## config.mk

```make
export PLATFORM = sky130hd
export DESIGN_NAME = json_comment_blanker_top
export DESIGN_NICKNAME = d
export VERILOG_FILES = /design/src/hdl/jcb_pkg.sv /design/src/hdl/jcb_examine.sv /design/src/hdl/jcb_queue.sv /design/src/hdl/json_comment_blanker_top.sv
export VERILOG_INCLUDE_DIRS = /design/src /design/src/hdl
export SDC_FILE = /design/constraint.sdc
export NUM_CORES = 1
export LEC_CHECK = 0
export ABC_AREA = 1
export BUFFER_PORTS_ARGS = -buffer_cell sky130_fd_sc_hd__buf_2
export CORE_UTILIZATION = 64
export DETAILED_ROUTE_END_ITERATION = 12
export GPL_ROUTABILITY_DRIVEN = 0
export GPL_TIMING_DRIVEN = 1
export PLACE_DENSITY = 0.81
export SETUP_SLACK_MARGIN = 0.3
export SLEW_MARGIN = 5
export SYNTH_ARGS = -nofsm -noshare
export SYNTH_HDL_FRONTEND = slang
export SYNTH_HIERARCHICAL = 1
export SYNTH_SLANG_ARGS = --single-unit
```

## constraint.sdc

```tcl
create_clock -name clock -period 3.7 [get_ports clock]
set_input_delay 0.74 -clock clock [delete_from_list [all_inputs] [get_ports clock]]
set_output_delay 0.74 -clock clock [all_outputs]
set_load 0.02 [all_outputs]
```

## src/hdl/assert_macros.svh

```systemverilog
// Assertion helpers shared by the RTL.
`ifndef ASSERT_MACROS_SVH
`define ASSERT_MACROS_SVH

`ifndef SYNTH
`define JCB_ASSERT_IMP(label, clk, rst, pre, post, msg) \
   label: assert property (@(posedge clk) disable iff (rst) (pre) |-> (post)) else $error(msg);
`define JCB_ASSERT_NXT(label, clk, rst, pre, post, msg) \
   label: assert property (@(posedge clk) disable iff (rst) (pre) |=> (post)) else $error(msg);
`else
`define JCB_ASSERT_IMP(label, clk, rst, pre, post, msg)
`define JCB_ASSERT_NXT(label, clk, rst, pre, post, msg)
`endif

`endif

```

## src/hdl/jcb_pkg.sv

```systemverilog
package jcb_pkg;

   localparam logic [7:0] ChSlash  = 8'h2F;
   localparam logic [7:0] ChStar   = 8'h2A;
   localparam logic [7:0] ChQuote  = 8'h22;
   localparam logic [7:0] ChBslash = 8'h5C;
   localparam logic [7:0] ChLf     = 8'h0A;
   localparam logic [7:0] ChCr     = 8'h0D;
   localparam logic [7:0] ChSpace  = 8'h20;
   localparam logic [7:0] ChNul    = 8'h00;

   localparam int QueueDepth = 8;
   localparam int QueueAw    = $clog2(QueueDepth);
   localparam int QueueCw    = QueueAw + 1;

   typedef enum logic [1:0] {
      MODE_NONE  = 2'd0,
      MODE_LINE  = 2'd1,
      MODE_BLOCK = 2'd2
   } mode_type;

   typedef struct packed {
      logic [15:0] prev;
      logic [1:0]  pos;
      logic        quoted;
      mode_type    mode;
      logic        skip;
   } scan_state_type;

   localparam scan_state_type ScanReset = '{
      prev: 16'h0000, pos: 2'd0, quoted: 1'b0, mode: MODE_NONE, skip: 1'b0
   };

   typedef struct packed {
      logic [7:0] data;
      logic       last;
   } rsp_item_type;

   function automatic logic [7:0] blank_byte(input logic [7:0] c);
      logic [7:0] r;
      r = ChSpace;
      if (c inside {ChSpace, [8'h09:8'h0D]}) r = c;
      return r;
   endfunction

endpackage

```

## src/hdl/jcb_examine.sv

```systemverilog
module jcb_examine (
   input  jcb_pkg::scan_state_type st_i,
   input  logic [7:0]              c_i,
   input  logic [7:0]              n_i,
   output jcb_pkg::scan_state_type st_o,
   output logic [7:0]              byte_o
);

   logic [7:0] p1;
   logic [7:0] p2;
   logic       escaped;
   logic       is_none;
   logic       is_line;

   assign p1      = st_i.prev[7:0];
   assign p2      = st_i.prev[15:8];
   assign escaped = (st_i.pos >= 2'd2) && (p1 == jcb_pkg::ChBslash)
                    && (p2 != jcb_pkg::ChBslash);
   assign is_none = (st_i.mode == jcb_pkg::MODE_NONE);
   assign is_line = (st_i.mode == jcb_pkg::MODE_LINE);

   always_comb begin
      st_o   = st_i;
      byte_o = c_i;
      if (st_i.skip) begin
         st_o.skip = 1'b0;
         byte_o    = jcb_pkg::blank_byte(c_i);
      end else begin
         if (is_none && c_i == jcb_pkg::ChQuote && !escaped) st_o.quoted = ~st_i.quoted;
         if (st_o.quoted) begin
            byte_o = c_i;
         end else if (is_none && c_i == jcb_pkg::ChSlash && n_i == jcb_pkg::ChSlash) begin
            st_o.mode = jcb_pkg::MODE_LINE;
            st_o.skip = 1'b1;
            byte_o    = jcb_pkg::blank_byte(c_i);
         end else if (is_line && c_i == jcb_pkg::ChCr && n_i == jcb_pkg::ChLf) begin
            st_o.mode = jcb_pkg::MODE_NONE;
            st_o.skip = 1'b1;
            byte_o    = jcb_pkg::blank_byte(c_i);
         end else if (is_line && c_i == jcb_pkg::ChLf) begin
            st_o.mode = jcb_pkg::MODE_NONE;
            byte_o    = c_i;
         end else if (is_none && c_i == jcb_pkg::ChSlash && n_i == jcb_pkg::ChStar) begin
            st_o.mode = jcb_pkg::MODE_BLOCK;
            st_o.skip = 1'b1;
            byte_o    = jcb_pkg::blank_byte(c_i);
         end else if (!is_none && !is_line && c_i == jcb_pkg::ChStar
                      && n_i == jcb_pkg::ChSlash) begin
            st_o.mode = jcb_pkg::MODE_NONE;
            st_o.skip = 1'b1;
            byte_o    = jcb_pkg::blank_byte(c_i);
         end else begin
            byte_o = is_none ? c_i : jcb_pkg::blank_byte(c_i);
         end
      end
      st_o.prev = {st_i.prev[7:0], c_i};
      if (st_i.pos < 2'd2) st_o.pos = st_i.pos + 2'd1;
   end

endmodule

```

## src/hdl/jcb_queue.sv

```systemverilog
module jcb_queue (
   input  logic                             clock,
   input  logic                             reset,
   input  logic [1:0]                       push_n,
   input  jcb_pkg::rsp_item_type            push0,
   input  jcb_pkg::rsp_item_type            push1,
   input  logic                             out_stall,
   output logic                             out_valid,
   output jcb_pkg::rsp_item_type            out_item,
   output logic [jcb_pkg::QueueCw-1:0]      count
);

   jcb_pkg::rsp_item_type mem_ff [jcb_pkg::QueueDepth];
   logic [jcb_pkg::QueueAw-1:0] head_ff, head_in;
   logic [jcb_pkg::QueueAw-1:0] tail_ff, tail_in;
   logic [jcb_pkg::QueueCw-1:0] cnt_ff, cnt_in;
   logic                        pop;

   assign out_valid = (cnt_ff != '0);
   assign out_item  = mem_ff[head_ff];
   assign count     = cnt_ff;
   assign pop       = out_valid && !out_stall;

   always_comb begin
      head_in = head_ff + jcb_pkg::QueueAw'(pop);
      tail_in = tail_ff + jcb_pkg::QueueAw'(push_n);
      cnt_in  = cnt_ff + jcb_pkg::QueueCw'(push_n) - jcb_pkg::QueueCw'(pop);
   end

   always_ff @(posedge clock) begin
      if (reset) begin
         head_ff <= '0;
         tail_ff <= '0;
         cnt_ff  <= '0;
      end else begin
         head_ff <= head_in;
         tail_ff <= tail_in;
         cnt_ff  <= cnt_in;
      end
   end

   always_ff @(posedge clock) begin
      if (push_n != 2'd0) mem_ff[tail_ff] <= push0;
      if (push_n == 2'd2) mem_ff[tail_ff + jcb_pkg::QueueAw'(1)] <= push1;
   end

endmodule

```

## src/hdl/json_comment_blanker_top.sv

```systemverilog
// Channel  Ports                          Direction  Moves
// request  req_valid/req_stall, req_in_*  in         one text byte per item
// response rsp_valid/rsp_stall, rsp_out_* out        one blanked byte per item
//
// Accepts one item per cycle while req_stall is low; an item is registered, examined
// combinationally against the next byte, and queued in an 8-entry result queue read by
// the response channel. A byte comes out once the byte after it has been accepted (or
// without waiting for one when it is last); a last item yields up to two results.
// Synchronous active-high reset clears the scan state and empties the queue.
// req_stall rises when the queue could not take two results for each item in flight and two more for a new one.
`include "assert_macros.svh"
module json_comment_blanker_top (
   input  logic       clock,
   input  logic       reset,
   input  logic       req_valid,
   output logic       req_stall,
   input  logic [7:0] req_in_byte,
   input  logic       req_in_last,
   output logic       rsp_valid,
   input  logic       rsp_stall,
   output logic [7:0] rsp_out_byte,
   output logic       rsp_out_last
);

   logic [7:0]              in_byte_ff;
   logic                    in_last_ff;
   logic                    in_vld_ff, in_vld_in;
   logic [7:0]              held_byte_ff, held_byte_in;
   logic                    held_valid_ff, held_valid_in;
   jcb_pkg::scan_state_type st_ff, st_in;
   jcb_pkg::scan_state_type st_a, st_mid, st_b;
   logic [7:0]              out0, out1;
   logic [1:0]              push_n;
   jcb_pkg::rsp_item_type   push0, push1, q_item;
   logic [jcb_pkg::QueueCw-1:0] q_count;
   logic [jcb_pkg::QueueCw:0]   need;

   assign need      = (jcb_pkg::QueueCw+1)'(q_count) + (in_vld_ff ? (jcb_pkg::QueueCw+1)'(2)
                                                                  : '0);
   assign req_stall = need > (jcb_pkg::QueueCw+1)'(jcb_pkg::QueueDepth - 2);
   assign in_vld_in = req_valid && !req_stall;

   always_ff @(posedge clock) begin
      if (in_vld_in) begin
         in_byte_ff <= req_in_byte;
         in_last_ff <= req_in_last;
      end
   end

   jcb_examine u_exam_held (
      .st_i(st_ff), .c_i(held_byte_ff), .n_i(in_byte_ff), .st_o(st_a), .byte_o(out0)
   );

   assign st_mid = held_valid_ff ? st_a : st_ff;

   jcb_examine u_exam_last (
      .st_i(st_mid), .c_i(in_byte_ff), .n_i(jcb_pkg::ChNul), .st_o(st_b), .byte_o(out1)
   );

   always_comb begin
      st_in         = st_ff;
      held_byte_in  = held_byte_ff;
      held_valid_in = held_valid_ff;
      push_n        = 2'd0;
      push0         = held_valid_ff ? jcb_pkg::rsp_item_type'{data: out0, last: 1'b0}
                                    : jcb_pkg::rsp_item_type'{data: out1, last: 1'b1};
      push1         = jcb_pkg::rsp_item_type'{data: out1, last: 1'b1};
      if (in_vld_ff) begin
         if (in_last_ff) begin
            push_n        = held_valid_ff ? 2'd2 : 2'd1;
            st_in         = jcb_pkg::ScanReset;
            held_valid_in = 1'b0;
         end else begin
            push_n        = held_valid_ff ? 2'd1 : 2'd0;
            st_in         = st_mid;
            held_byte_in  = in_byte_ff;
            held_valid_in = 1'b1;
         end
      end
   end

   always_ff @(posedge clock) begin
      if (reset) begin
         in_vld_ff     <= 1'b0;
         held_valid_ff <= 1'b0;
         st_ff         <= jcb_pkg::ScanReset;
      end else begin
         in_vld_ff     <= in_vld_in;
         held_valid_ff <= held_valid_in;
         st_ff         <= st_in;
      end
   end

   always_ff @(posedge clock) begin
      held_byte_ff <= held_byte_in;
   end

   jcb_queue u_queue (
      .clock(clock), .reset(reset), .push_n(push_n), .push0(push0), .push1(push1),
      .out_stall(rsp_stall), .out_valid(rsp_valid), .out_item(q_item), .count(q_count)
   );

   assign rsp_out_byte = q_item.data;
   assign rsp_out_last = q_item.last;

   `JCB_ASSERT_IMP(a_queue_bound, clock, reset, 1'b1, q_count <= jcb_pkg::QueueCw'(jcb_pkg::QueueDepth), "result queue overflow")
   `JCB_ASSERT_NXT(a_last_clears, clock, reset, in_vld_ff && in_last_ff, !held_valid_ff && st_ff == jcb_pkg::ScanReset, "stream state not cleared after last item")
   `JCB_ASSERT_IMP(a_idle_state, clock, reset, !held_valid_ff, st_ff == jcb_pkg::ScanReset, "scan state active with nothing held")
   `JCB_ASSERT_NXT(a_last_output, clock, reset, in_vld_ff && in_last_ff, rsp_valid, "last item produced no result")

endmodule
```

---- Word level (Yosys, flattened, before mapping) ----
Memory sizes are Yosys's and may differ from the RTL's. A register that Yosys moved wholly into a read port is not among the register bits.
Cells that the tools add are included.
storage, ports and cells
  bits of input ports ..................... 13
  bits in writable memories ............... 72
  logic and storage cells ................. 127
  output and inout bits ................... 11
  register bits after elaboration ......... 51
  memories kept ........................... 1
memory list
  memory          depth  width  rd ports  clocked after Yosys merged registers in  wr ports  line             RTL
  u_queue.mem_ff  8      9      1         1                                        2         jcb_queue.sv:13  jcb_pkg::rsp_item_type mem_ff [jcb_pkg::QueueDepth];
cells by class
  reductions and logical operators ........ 35
  $lt $le $gt $ge ......................... 8
  bitwise operators ....................... 3
  equal/unequal tests ..................... 18
  mux-type cells .......................... 42
  add/sub/neg operators ................... 7
operator list
  kind                  count
  $mux W8               14
  $eq A8 B6 Y1 const B  8
  $mux W22              2
  $eq A8 B4 Y1 const B  3
  $logic_and A1 B1 Y1   22
  $mux W3               7
  $eq A8 B7 Y1 const B  2
  $ge A8 B4 Y1 const B  2
  $le A8 B4 Y1 const B  2
  $ne A8 B7 Y1 const B  2
  $mux W1               12
  $mux W2               6
  $mux W9               1
  $logic_not A1 Y1      6
  $reduce_bool A2 Y1    3
  $add A4 B2 Y5         1
  $gt A5 B3 Y1 const B  1
  $add A4 B2 Y4         1
  $eq A2 B1 Y1 const B  2
  $ge A2 B2 Y1 const B  2
  $logic_not A2 Y1      2
  $reduce_bool A4 Y1    1
  $sub A4 B1 Y4         1
  $add A3 B1 Y3         1
  7 further kinds       9

---- Depth between registers and ports, before layout ----
  depth after elaboration ................. 23
  mapped depth ............................ 29
  mapped depth without buffers ............ 28

---- Modules after synthesis ----
Netlist, hierarchy kept.
by module, submodules not included
  module                    sequential area each (um^2)  times used  cells each  area an instance (um^2)
  jcb_queue                 2,362.3                      1           667         5,137.4
  json_comment_blanker_top  991.0                        1           234         1,911.8
  jcb_examine               0.0                          2           152         818.3

---- Worst setup path after synthesis ----
No wires, ideal clock.
  kind .................................... reg2reg
  start ................................... register in_byte_ff[4]
  end ..................................... memory u_queue/mem_ff[0][2] in the netlist's numbering (data pin)
  buffers on the path ..................... 1
  setup slack ............................. 0.687 ns
  data arrival time ....................... 2.882 ns
  library setup time ...................... 0.131 ns
  cell stages (with the launch flop) ...... 24
  clock period less this slack ............ 3.013 ns
  required time ........................... 3.569 ns
  cells stage by stage .................... edfxtp_1 > or2_2 > nor3b_1 > nand3_1 > nand2_1 > nor2_1 > o21ai_1 > nand2_1 > nand2_1 > nand2_2 > nor2_2 > inv_2 > nor3_4 > nand2_1 > nand2_2 > nand2_4 > nand2_2 > nand2_4 > a21oi_1 > nand2_1 > nand2_1 > clkbuf_1 > nand2_1 > nand2_1
RTL lines
  what                    line                            RTL
  from (decl)             json_comment_blanker_top.sv:25  logic [7:0] in_byte_ff;
  from (signal assigned)  json_comment_blanker_top.sv:45  in_byte_ff <= req_in_byte;
  to (decl)               jcb_queue.sv:13

==> results.yml <==
critical_path:
  start_kind: "flip-flop"
  timing_worst_setup_path_type: "reg -> reg"
  cpPeakStageDelay_ps: 530
  crit_slowest_cell: "edfxtp_1"
  required_ps: 3980
  startpoint: "held_byte_ff[2]"
  r2r_slack_ps: 390
  crit_chain: "nand2_2, nor2_4, nor3b_4, nand2_1, nand2_1, nor2_1, o21ai_1, nand2_1, nand2_1, nand2_2, nor2_2, inv_2, nor3_4, nand2_1, nand2_2, nand2_4, nand2_2, nand2_4, a21oi_1, nand2_1, nand2_4, nand2_1, nand2_1"
  crit_arrival_ps: 3600
  r2r-start: "held_byte_ff[2]"
  cp_common_cell: "nand2_1"
  r2r_cells: 23
  crit_fanout: 8
  cp-endpoint: "u_queue/mem_ff[5][7]"
  r2r_end: "u_queue/mem_ff[5][7]"
  cp-end-kind: "flip-flop"
routing:
  drc: 0
  wl_per_cell_um: 16.10
  vias: 7831
  ant_nets: 0
  dr.pass1.iters: 6
  drtIter0Drc: 847
  wirelength_um: 21720
  via_per_inst: 5.805
hold_path:
  hold_path_class: "reg -> reg"
  min-delay-start: "st_ff[4]"
final_layout:
  syn_to_final_growth_pct: 9.823
  final-seq-area_mm2: 0.003354
  antenna_cells: 0
  stdcell_area_mm2: 0.009219
  layout.cells.non_filler: 1349
  final_nets: 1195
  drive_gt1_share_pct: 16.57
  multi_input_area_mm2: 0.004108
  fill_cells: 1033
pwr:
  combPwrFrac_pct: 30.7
  vdd_ir_drop_max_mv: 0.4420
  swShare_pct: 35.75
  power_mw: 4.767
  leakage_nw: 4.301
  clkPwrFrac_pct: 34.2
  netSwitchingPower_mw: 1.704
  pwr-share-seq_pct: 35.1
  power_density_mw_per_mm2: 517.1
  p_int_mw: 3.063
sta:
  slew_headroom_pct: 20.44
  clock-skew-final_ps: 6.800
  hold_violations: 0
  rsz0062_at_grt: "true"
  final-setup-viol-count: 0
  fin_crit_ps: 3314
  fmax_mhz: 301.8
  final_max_slew_viol_count: 0
  finalSetupTns_ps: 0
  period_share_pct: 89.57
  worstMarginPinSlew_ps: 1185
placed_design:
  hpwl_um: 13990
  io_buffers: 23
  dp_cells: 1302
  dpl_cell_area_mm2: 0.008414
logic_synthesis:
  avgSynthCellArea_um2: 7.249
  syn_area_mm2: 0.008394
  yosys_warnings: 6
  netlist_instances: 1158
global_routing:
  antenna_found_initial: 0
  grt_pass1_vias: 6835
  grt_max_degree: 41
  overflow: 0
  grt_pass1_wl_um: 33900
  grtUsageTotal_pct: 33.17
clock_tree:
  cts_buffers: 17
  cts_tree: "built"
  htree_levels: 4
  clk_latency_ps: 420
  cts_root_buffer: "clkbuf_16"
  path_clk_slew_ps: 50
  clock_sinks: 123
  cts_buffer_depth: 2
floorplan:
  die_w_um: 116.5
  num_rows: 41
  start_util_pct: 65.98
  die_area_mm2: 0.01358
  io_pins: 24
  fp.dieH_um: 116.5
  coreArea_mm2: 0.01272
job:
  maxCapViolCount: 0
status:
  status: "completed"
==> what timing repair did <==
action / CTS / global route
hold buffers: 0 / 0
gates resized for setup: 2 / 28
pin swaps: 0 / 3
setup endpoints to repair: 4 / 64
buffers inserted: 0 / 15
endpoints found under the hold margin: 0 / 0
==> stage by stage <==
stage / hold WS (ps) / setup WS [ps] / util (%)
after floorplan: 457.5 / 772.7 / -
after global placement: 470.5 / 420.0 / 66.14
after detailed placement: 472.2 / 312.2 / 66.14
after CTS: 478.6 / 358.9 / 70.73
after global routing: 476.3 / 188.9 / 72.46
final: 478.9 / 386.1 / 72.46
==> power by group through the flow <==
stage / combinational, mW / clock, mW / sequential [mW]
6_report: 1.46 / 1.63 / 1.67
5_1_grt: 1.64 / 1.70 / 1.68
4_1_cts: 1.38 / 1.64 / 1.68
3_5_place_dp: 1.36 / 0 / 1.71
3_3_place_gp: 1.33 / 0 / 1.70
2_1_floorplan: 1.04 / 0 / 1.68
==> worst max-delay path: cells and delay by family (launching register included) <==
kind            cells  cell delay (ps)
simple gates       20             2240
flops               1              530
buf+inv             1               80
compound gates      2              310
==> cell type report <==
type | instances | share of cell area (%)
inverter | 153 | 6.257
tap | 172 | 2.334
multi-input combinational | 810 | 44.56
timing repair buffer | 59 | 4.180
clock buffer | 21 | 4.995
sequential | 123 | 36.39
clock inverter | 11 | 1.289
==> layer usage <==
layer | part of all wire, % | global-route usage (%) | up-vias
met5 | 0 | 0 | -
met4 | 3.9 | 16.07 | 0
met3 | 10 | 6.539 | 86
met2 | 47 | 54.36 | 481
met1 | 39 | 42.09 | 3586
li1 | - | - | 3678
==> flip-flops by register name, indices dropped and copies added (netlist names) <==
register         cells
u_queue/head_ff      3
in_byte_ff           8
u_queue/mem_ff      72
in_last_ff           1
held_valid_ff        1
st_ff               22
u_queue/count        4
u_queue/tail_ff      3
in_vld_ff            1
held_byte_ff         8
==> layout by cell type, fill, tap and decap left out, types with 16 or more instances in the layout <==
| master | count |
|---|---|
| nand2_1 | 445 |
| inv_1 | 138 |
| edfxtp_1 | 89 |
| nand4_1 | 75 |
| nand3_1 | 57 |
| nor2_1 | 51 |
| buf_4 | 36 |
| dfxtp_1 | 33 |
| nand2_2 | 31 |
| a21oi_1 | 31 |
| buf_2 | 23 |
| clkbuf_16 | 17 |
| ha_1 | 16 |
==> worst min-delay path by stage <==
| stage | to | cells after the start |
|---|---|---|
| 5_1_grt | in_byte_ff[0] | 1 |
| 3_5_place_dp | st_ff[4] | 2 |
| 3_3_place_gp | st_ff[17] | 2 |
| 2_1_floorplan | st_ff[19] | 2 |
| 4_1_cts | in_last_ff | 1 |
| 6_report | st_ff[4] | 2 |
No activity file was read; power rests on OpenSTA's default activity.
